$ cat src/rtl/clfp_pkg.sv
// Shared constants and codes for the CR/LF line framer pool.
package clfp_pkg;

	localparam logic CMD_PUSH = 1'b0;
	localparam logic CMD_READ = 1'b1;

	typedef logic [1:0] kind_t;

	localparam kind_t KIND_DONE  = 2'd0;
	localparam kind_t KIND_BYTE  = 2'd1;
	localparam kind_t KIND_EMPTY = 2'd2;

	localparam logic [7:0] BYTE_LF = 8'h0A;
	localparam logic [7:0] BYTE_CR = 8'h0D;

endpackage

$ cat src/rtl/clfp_ram.sv
// Generic single-write, single-read RAM with registered read data.
module clfp_ram #(
	parameter int WIDTH = 8,
	parameter int DEPTH = 256
) (
	input  logic                     clk,
	input  logic                     we,
	input  logic [$clog2(DEPTH)-1:0] waddr,
	input  logic [WIDTH-1:0]         wdata,
	input  logic                     re,
	input  logic [$clog2(DEPTH)-1:0] raddr,
	output logic [WIDTH-1:0]         rdata
);

	logic [WIDTH-1:0] mem_q [DEPTH];

	always_ff @(posedge clk) begin
		if (we) begin
			mem_q[waddr] <= wdata;
		end
		if (re) begin
			rdata <= mem_q[raddr];
		end
	end

endmodule

$ cat src/rtl/crlf_line_framer_pool.sv
// Top level of the CR/LF line framer: assembles bytes into lines held in a ring of slots.
//
// Usage: a request is taken at a rising edge where start is high and busy is low.
// command selects a push of data_byte or a read-out of the oldest completed line.
// Results appear on the result ports for exactly one cycle, marked by result_valid;
// the receiver cannot hold them off, and none is dropped.
// Push: busy stays low, so pushes may come every cycle.
// A push that completes a line gives one completion notice in the following cycle.
// Read with lines pending: the line RAM is read one byte per cycle through its single
// read port; each byte is registered in the RAM and again at the result ports, and the
// bytes follow one per cycle. Busy stays high until the last byte of the line is read.
// A read with nothing pending gives one result in the cycle after the request.
// Line bytes sit in one RAM, the per-slot lengths in a second small RAM.
// Reset empties the ring: no lines pending, slot zero is the write and read slot.
// The line RAM is not cleared; only bytes that were written are ever read out.
module crlf_line_framer_pool #(
	parameter int LINE_BYTES = 64,
	parameter int POOL_SLOTS = 4
) (
	input  logic        clk,
	input  logic        arst_n,
	input  logic        start,
	output logic        busy,
	input  logic        command,
	input  logic [7:0]  data_byte,
	output logic        result_valid,
	output logic [1:0]  kind,
	output logic [7:0]  out_byte,
	output logic [1:0]  slot,
	output logic [5:0]  line_length,
	output logic        last,
	output logic        overrun,
	output logic        more_pending
);

	localparam int LW     = $clog2(LINE_BYTES);
	localparam int SLOT_W = $clog2(POOL_SLOTS);
	localparam int CNT_W  = $clog2(POOL_SLOTS);
	localparam int AW     = SLOT_W + LW;
	localparam int DEPTH  = POOL_SLOTS * (2 ** LW);

	localparam logic [LW-1:0]     MAX_LEN   = LW'(LINE_BYTES - 2);
	localparam logic [SLOT_W-1:0] SLOT_LAST = SLOT_W'(POOL_SLOTS - 1);
	localparam logic [CNT_W-1:0]  CNT_FULL  = CNT_W'(POOL_SLOTS - 1);

	localparam logic ST_IDLE   = 1'b0;
	localparam logic ST_STREAM = 1'b1;

	function automatic logic [SLOT_W-1:0] next_slot(input logic [SLOT_W-1:0] s);
		return (s == SLOT_LAST) ? '0 : SLOT_W'(s + 1'b1);
	endfunction

	logic              state_q;
	logic [SLOT_W-1:0] write_slot_q;
	logic [SLOT_W-1:0] read_slot_q;
	logic [CNT_W-1:0]  pending_q;
	logic [LW-1:0]     cur_len_q;
	logic [LW-1:0]     idx_q;

	logic              accept;
	logic              is_push;
	logic              is_eol;
	logic              has_room;
	logic [LW-1:0]     push_len;
	logic              push_done;
	logic              stream_last;

	logic              line_we;
	logic [AW-1:0]     line_waddr;
	logic              line_re;
	logic [AW-1:0]     line_raddr;
	logic [7:0]        line_rd;
	logic              len_we;
	logic              len_re;
	logic [LW-1:0]     len_rd;

	assign busy    = (state_q == ST_STREAM);
	assign accept  = start && !busy;
	assign is_push = (command == clfp_pkg::CMD_PUSH);
	assign is_eol  = (data_byte == clfp_pkg::BYTE_LF) || (data_byte == clfp_pkg::BYTE_CR);
	assign has_room = (cur_len_q < MAX_LEN);

	// A line closes on reaching its maximum length, or on CR/LF after at least one byte.
	always_comb begin
		if (!is_eol) begin
			push_len  = has_room ? LW'(cur_len_q + 1'b1) : cur_len_q;
			push_done = (push_len >= MAX_LEN);
		end else begin
			push_len  = cur_len_q;
			push_done = (cur_len_q != '0);
		end
	end

	assign stream_last = (idx_q == len_rd);

	assign line_we    = accept && is_push && !is_eol && has_room;
	assign line_waddr = {write_slot_q, cur_len_q};
	assign line_re    = (accept && !is_push) || busy;
	assign line_raddr = {read_slot_q, (busy ? idx_q : {LW{1'b0}})};
	assign len_we     = accept && is_push && push_done;
	assign len_re     = accept && !is_push;

	clfp_ram #(
		.WIDTH (8),
		.DEPTH (DEPTH)
	) u_line_ram (
		.clk   (clk),
		.we    (line_we),
		.waddr (line_waddr),
		.wdata (data_byte),
		.re    (line_re),
		.raddr (line_raddr),
		.rdata (line_rd)
	);

	clfp_ram #(
		.WIDTH (LW),
		.DEPTH (POOL_SLOTS)
	) u_len_ram (
		.clk   (clk),
		.we    (len_we),
		.waddr (write_slot_q),
		.wdata (push_len),
		.re    (len_re),
		.raddr (read_slot_q),
		.rdata (len_rd)
	);

	always_ff @(posedge clk or negedge arst_n) begin
		if (!arst_n) begin
			state_q      <= ST_IDLE;
			write_slot_q <= '0;
			read_slot_q  <= '0;
			pending_q    <= '0;
			cur_len_q    <= '0;
			idx_q        <= '0;
			result_valid <= 1'b0;
		end else begin
			result_valid <= 1'b0;
			unique case (state_q)
				ST_IDLE: begin
					if (accept && is_push) begin
						if (push_done) begin
							write_slot_q <= next_slot(write_slot_q);
							cur_len_q    <= '0;
							result_valid <= 1'b1;
							// The new write slot holds the oldest unread line: drop it.
							if (pending_q == CNT_FULL) begin
								read_slot_q <= next_slot(read_slot_q);
							end else begin
								pending_q <= CNT_W'(pending_q + 1'b1);
							end
						end else begin
							cur_len_q <= push_len;
						end
					end else if (accept) begin
						if (pending_q == '0) begin
							result_valid <= 1'b1;
						end else begin
							state_q <= ST_STREAM;
							idx_q   <= LW'(1);
						end
					end
				end
				ST_STREAM: begin
					result_valid <= 1'b1;
					idx_q        <= LW'(idx_q + 1'b1);
					if (stream_last) begin
						state_q     <= ST_IDLE;
						read_slot_q <= next_slot(read_slot_q);
						pending_q   <= CNT_W'(pending_q - 1'b1);
					end
				end
				default: begin
					state_q <= ST_IDLE;
				end
			endcase
		end
	end

	// Result payload; qualified by result_valid.
	always_ff @(posedge clk) begin
		if (busy) begin
			kind         <= clfp_pkg::KIND_BYTE;
			out_byte     <= line_rd;
			slot         <= 2'(read_slot_q);
			line_length  <= 6'(len_rd);
			last         <= stream_last;
			overrun      <= 1'b0;
			more_pending <= (pending_q > CNT_W'(1));
		end else if (is_push) begin
			kind         <= clfp_pkg::KIND_DONE;
			out_byte     <= 8'd0;
			slot         <= 2'(write_slot_q);
			line_length  <= 6'(push_len);
			last         <= 1'b1;
			overrun      <= (pending_q == CNT_FULL);
			more_pending <= 1'b1;
		end else begin
			kind         <= clfp_pkg::KIND_EMPTY;
			out_byte     <= 8'd0;
			slot         <= 2'(read_slot_q);
			line_length  <= 6'd0;
			last         <= 1'b1;
			overrun      <= 1'b0;
			more_pending <= 1'b0;
		end
	end

endmodule

$ cat config.mk
export PLATFORM = sky130hd
export DESIGN_NAME = crlf_line_framer_pool
export DESIGN_NICKNAME = d
export VERILOG_FILES = /design/src/rtl/clfp_pkg.sv /design/src/rtl/clfp_ram.sv /design/src/rtl/crlf_line_framer_pool.sv
export SDC_FILE = /design/constraint.sdc
export NUM_CORES = 2
export LEC_CHECK = 0
export ABC_AREA = 1
export BUFFER_PORTS_ARGS = -buffer_cell sky130_fd_sc_hd__buf_2
export CAP_MARGIN = 20
export CELL_PAD_IN_SITES_DETAIL_PLACEMENT = 0
export CELL_PAD_IN_SITES_GLOBAL_PLACEMENT = 1
export CORE_UTILIZATION = 52
export CTS_CLUSTER_SIZE = 25
export DETAILED_ROUTE_END_ITERATION = 10
export HOLD_SLACK_MARGIN = 0.15
export MAX_ROUTING_LAYER = met4
export PLACE_DENSITY_LB_ADDON = 0.1
export SLEW_MARGIN = 10
export SYNTH_ARGS = -nofsm -noshare
export SYNTH_HDL_FRONTEND = slang
export SYNTH_HIERARCHICAL = 1
export SYNTH_SLANG_ARGS = --single-unit
$ cat constraint.sdc
create_clock -name clk -period 3.05 [get_ports clk]
set_clock_uncertainty 0.2 [all_clocks]
set_input_delay 0.1525 -clock clk [delete_from_list [all_inputs] [get_ports clk]]
set_output_delay 0.1525 -clock clk [all_outputs]
set_load 0.02 [all_outputs]
======== Word level (Yosys, flattened, before mapping) ========
Memory sizes are Yosys's and may differ from the RTL's. A register that Yosys moved wholly into a read port is not among the register bits.
Index checks and enable logic that the tools add are counted.
storage, ports and cells
  bits in registers ....................... 41
  bits in writable memories ............... 2072
  input port bits ......................... 12
  output and inout bits ................... 23
  memories kept ........................... 2
memory list
  memory            words  bits a word  rd ports  clocked after Yosys merged registers in  wr ports  line            source
  u_line_ram.mem_q  256    8            1         1                                        1         clfp_ram.sv:15  logic [WIDTH-1:0] mem_q [DEPTH];
  u_len_ram.mem_q   4      6            1         1                                        1         clfp_ram.sv:15
operators by class
  add/subtract/negate cells ............... 6
  magnitude comparators ................... 3
  equality and inequality tests ........... 14
  mux-type cells .......................... 42
  bitwise logic cells ..................... 2
  reduce and logical (&&, ||, !) cells .... 18
operators by type and width
  kind                 count
  $mux 6               9
  $mux 2               13
  $eq 8x4->1 const B   2
  $mux 1               15
  $ne 2x2->1 const B   7
  $add 6x1->6 const B  2
  $pmux 6 s2           1
  $pmux 2 s2           2
  $reduce_and 4->1     2
  $add 2x1->2 const B  3
  $eq 2x2->1 const B   3
  $eq 6x6->1           1
  $ge 6x6->1 const B   1
  $logic_and 1x1->1    6
  $lt 6x6->1 const B   1
  $reduce_and 3->1     2
  $reduce_bool 6->1    1
  $pmux 1 s2           2
  $gt 2x1->1 const B   1
  $logic_not 1->1      2
  $logic_not 2->1      1
  $logic_or 1x1->1     2
  $ne 2x1->1 const B   1
  $not 1->1            2
  other kinds (3)      3

======== Depth between registers and ports, before layout ========
  word-level depth ........................ 7
  gate-level depth with buffers ........... 18

======== Cells and area by module ========
Netlist, hierarchy kept.
modules (own cells, without submodules)
  module                 times used  cells an instance  area an instance (um^2)
  clfp_ram (u_line_ram)  1           7003               83476.3
  crlf_line_framer_pool  1           262                2005.7
  clfp_ram (u_len_ram)   1           107                1221.2

======== Least setup slack after synthesis ========
Ideal clock, no wire load.
  path type ............................... register to register
  start ................................... reg state_q, in the netlist busy
  end ..................................... reg u_line_ram.rdata[3] (read register of u_line_ram.mem_q), data pin
  library setup time ...................... 0.252 ns
  arrival ................................. 2.464 ns
  required time ........................... 2.598 ns
  path slack .............................. 0.133 ns
  stages on the path, launching flop included .. 17
  period minus slack after synthesis ...... 2.917 ns
  cell sequence ........................... dfrtp_1 -> clkbuf_1 -> clkbuf_1 -> nand2_1 -> inv_1 -> buf_4 -> buf_2 -> buf_1 -> nand3_1 -> nand3_1 -> nand3_1 -> nand3_1 -> nand3_1 -> nand3_1 -> nand2_1 -> nand2_1 -> nand2_1
on the way
  elaborated cells on any way between the ends .. 5
  those cells by class .................... mux (1); reduce/logical (4)
RTL lines
  what                     line                          source
  from (decl)              crlf_line_framer_pool.sv:53   logic state_q;
  from (signal assigned)   crlf_line_framer_pool.sv:131  state_q <= ST_IDLE;
  from (signal assigned)   crlf_line_framer_pool.sv:160  state_q <= ST_STREAM;
  from (signal assigned)   crlf_line_framer_pool.sv:169  state_q <= ST_IDLE;
  $mux 6                   crlf_line_framer_pool.sv:99   assign line_raddr = {read_slot_q, (busy ? idx_q : {LW{1'b0}})};
  named net line_raddr[1]  crlf_line_framer_pool.sv:71   logic [AW-1:0] line_raddr;
  to (decl)                clfp_ram.sv:12                output logic [WIDTH-1:0] rdata
The timed path passes the listed nets, and every way through them passes these cells.
A chain may end at the register's enable or synchronous reset.

======== Worst setup path in the final report ========
  start ................................... reg state_q, in the netlist busy
  end ..................................... reg u_line_ram.rdata[7] (read register of u_line_ram.mem_q), data pin
Same word-level chain as after synthesis.

==> flow_metrics.tcl <==
set metrics [dict create \
    mapped_nets 7392 \
    clockRootBuffer "clkbuf_16" \
    initialDrtViolationCount 6739 \
    p_seq_frac 0.334 \
    finalSetupTns_ns 0 \
    max_cap_violations 0 \
    post-route-cell-area_um2 99000 \
    wl_per_cell_um 25.3 \
    clock_transition_time_at_the_flip_flop_clock_pins_of_the_worst_setup_and_hold_paths_ns 0.06 \
    design.die.area_um2 168000 \
    fraction_of_layout_cells_with_a_size_suffix_above_1 0.0952 \
    wire_length_of_the_first_global_routing_pass_um 364000 \
    initial_core_util 0.525 \
    pwr-share-clk 0.266 \
    detailroute.via_count 57500 \
    critPathMaxFanout 30 \
    vdd.ir_drop.worst_uv 709 \
    crit_path_cell_trace "nand2_1 -> inv_8 -> buf_12 -> buf_16 -> buf_16 -> nand2_1 -> nand3_1 -> nand3_1 -> nand3_1 -> nand3_2 -> nand3_1 -> nand3_2 -> nand2_2 -> nand2_1 -> nand2_1" \
    synth.area.top_cells "edfxtp_1, nand3_1, nand2_1, buf_2, nor2_1" \
    dominantRegCellSynth "edfxtp_1" \
    grt_max_degree 159 \
    finalWorstPathRequiredPeriod_ns 3.03 \
    layout.nets 7512 \
    detail-route-antenna-nets 0 \
    detailedRoute.firstPassIterationCount 8 \
    timing.fmax_mhz 330 \
    synth_commonest_cells "nand2_1, edfxtp_1, nand3_1, nor2_1, buf_2" \
    met1_length_um 104000 \
    rsz0062_at_grt "true" \
    initial_antenna_violation_count 3 \
    setup_violations 0 \
    power_report.internal_total_w 0.0603 \
    grt_usage 0.302 \
    ys_async_sr_fraction 0.00940 \
    design.portCount 35 \
    drt-total-wl_um 249000 \
    power.density_nw_per_um2 994 \
    drc 0 \
    detailroute.wirelength.met2_um 118000 \
    synth_edf_count 2086 \
    cp_slowest_stage_delay_ns 0.38 \
    postPlaceCellArea_um2 91200 \
    synth_top_cell_by_area "edfxtp_1" \
    postSynthRegisterBits 2127 \
    startpoint_type "register" \
    synth_largest_type_area_fraction 0.722 \
    hpwlAfterDp_um 147000 \
    worst_ep_arrival_time_ns 3.54 \
    maxSlewViolCount 0 \
    tritoncts_clock_tree "yes" \
    sequential_area_share_after_synthesis 0.733 \
    die_w_um 410 \
    clk_latency_ns 0.84 \
    drt-vias-per-instance 5.83 \
    power.net_switching_w 0.0381 \
    required_ns 3.56 \
    synth_cells 7372 \
    p_leak_nw 35.2 \
    rows 149 \
    met3RoutedLength_um 19400 \
    worstSetupPathType "register to register" \
    preCtsSetupSlack_ns -0.161 \
    yosysUniqueCellTypes 34 \
    cts-htree-levels 4 \
    floorplan.die.height_um 410 \
    fp.coreArea_um2 165000 \
    synth_area_per_cell_um2 11.8 \
    area_growth_syn_to_layout_pct 14.2 \
    final_replace_weighted_congestion 0.901 \
    outcome "completed" \
    clock_sinks 2127 \
    switching_share 0.387 \
    share_comb_of_total_power 0.400 \
    max_slew.worst_pin.slew_ns 1.16 \
    numCtsBuffers 213 \
    hp-class "input pin to register" \
    top_layer "met4" \
    crit_path_end_kind "register" \
    final_hold_viol_count 0 \
    ys_warn_count 6 \
    worst_path_max_delay_cell "dfrtp_1" \
    slew_headroom 0.219 \
    global_route.overflow_total 0 \
    ratio_of_final_minimum_period_to_clock_period 0.992 \
    clock_tree.buffer_depth 3 \
    layout_setup_ws_ns 0.0231 \
    place.port_buffers 34 \
    via_count_of_the_first_global_routing_pass 54900 \
    post-synth-top-count-cell "nand2_1" \
    netlist_area_um2 86700 \
]
kinds of logic (layout without fill, tap and decap cells):
group	count (synthesis)	after routing	synth area share
compound gates	30	30	0.00189
simple gates	4593	4593	0.229
buf+inv	608	908	0.0339
fa+ha+maj	8	8	0.00115
flops	2127	2127	0.733
xor+xnor	6	6	0.000606
other cells	0	2	0
state kept, by name, indices dropped and copies added, names as in the netlist, 2 cells and up:
register	cells
u_line_ram/mem_q	2048
u_line_ram/rdata	8
idx_q	6
u_len_ram/rdata	6
read_slot_q	2
kind	2
slot	2
u_len_ram/mem_q	24
cur_len_q	6
out_byte	8
pending_q	2
write_slot_q	2
line_length	6
power groups by stage:
stage	sequential (W)	combinational, W	clock [W]
after CTS	0.0328	0.0382	0.0265
after floorplan	0.0335	0.0225	0
after detailed placement	0.0335	0.0376	0
final	0.0328	0.0394	0.0262
after global routing	0.0328	0.0424	0.0276
after global placement	0.0335	0.0375	0
metrics by stage:
step | hold WS, ns | utilization | instances | total power [W]
after CTS | 0.201 | 0.597 | 9846 | 0.0975
after floorplan | -0.343 | - | 7372 | 0.0560
after detailed placement | -0.0387 | 0.552 | 9428 | 0.0711
after global placement | -0.0362 | 0.552 | 9427 | 0.0710
after global routing | 0.270 | 0.599 | 9861 | 0.103
final | 0.278 | 0.599 | 9863 | 0.0984
worst max-delay path, delay by kind of cell (launching register included):
family                 cells  cell delay (ns)
buffers and inverters      4             0.81
AND/OR/NAND/NOR           11             1.46
flip-flops                 1             0.38
cell usage in the layout (no fill, tap or decap), types with 8 or more instances in the layout:
cell / synthesis / routed
dfxtp_1: 21 / 21
dlygate4sd3_1: 0 / 21
dfrtp_1: 20 / 20
clkbuf_16: 0 / 228
nand3_1: 2055 / 2036
buf_12: 0 / 106
buf_8: 1 / 10
buf_4: 48 / 204
o21ai_0: 19 / 19
inv_1: 110 / 102
clkinv_2: 1 / 32
nor2_1: 298 / 293
bufinv_16: 0 / 24
buf_2: 270 / 26
buf_16: 0 / 14
clkinv_1: 0 / 52
clkbuf_1: 115 / 55
nand2_1: 2220 / 2205
edfxtp_1: 2086 / 2086
nand3_2: 2 / 21
nand2_2: 2 / 17
ha_1: 8 / 8
what timing repair did:
item	in CTS	in global routing
gates resized for setup	10	42
hold buffers	20	1
gates cloned	3	8
endpoints found under the setup margin	6	59
pin swaps	1	1
hold endpoints to repair	1026	3
buffers inserted	0	5
area by class of cell:
class / count / area, um^2
diodes: 2 / 5.00
clock buffers: 279 / 5780
clock inverters: 116 / 1190
fillers: 13300 / 66200
inverters: 117 / 514
multi-input cells: 4637 / 20400
flip-flops and latches: 2127 / 63600
well taps: 2189 / 2740
repair buffers: 395 / 4850
repair inverters: 1 / 11.3
final timing paths:
| kind | from | endpoint | slack [ns] | cells after the start |
|---|---|---|---|---|
| setup / recovery | busy | u_line_ram/rdata[7] | 0.02 | 15 |
| min in group asynchronous | arst_n | pending_q[0] | 0.61 | 4 |
| max in group asynchronous | arst_n | busy | 1.63 | 5 |
| setup reg to reg | busy | u_line_ram/rdata[7] | 0.02 | 15 |
| hold reg to reg | u_line_ram/rdata[3] | out_byte[3] | 0.32 | 2 |
| hold / removal | data_byte[5] | u_line_ram/mem_q[255][5] | 0.28 | 3 |
per-layer routing:
layer | vias up | GRT usage
met4 | 0 | 0.0871
met2 | 2391 | 0.470
li1 | 26300 | -
met1 | 28400 | 0.416
met3 | 395 | 0.0440
met5 | - | -
No activity file was read; power rests on OpenSTA's default activity.
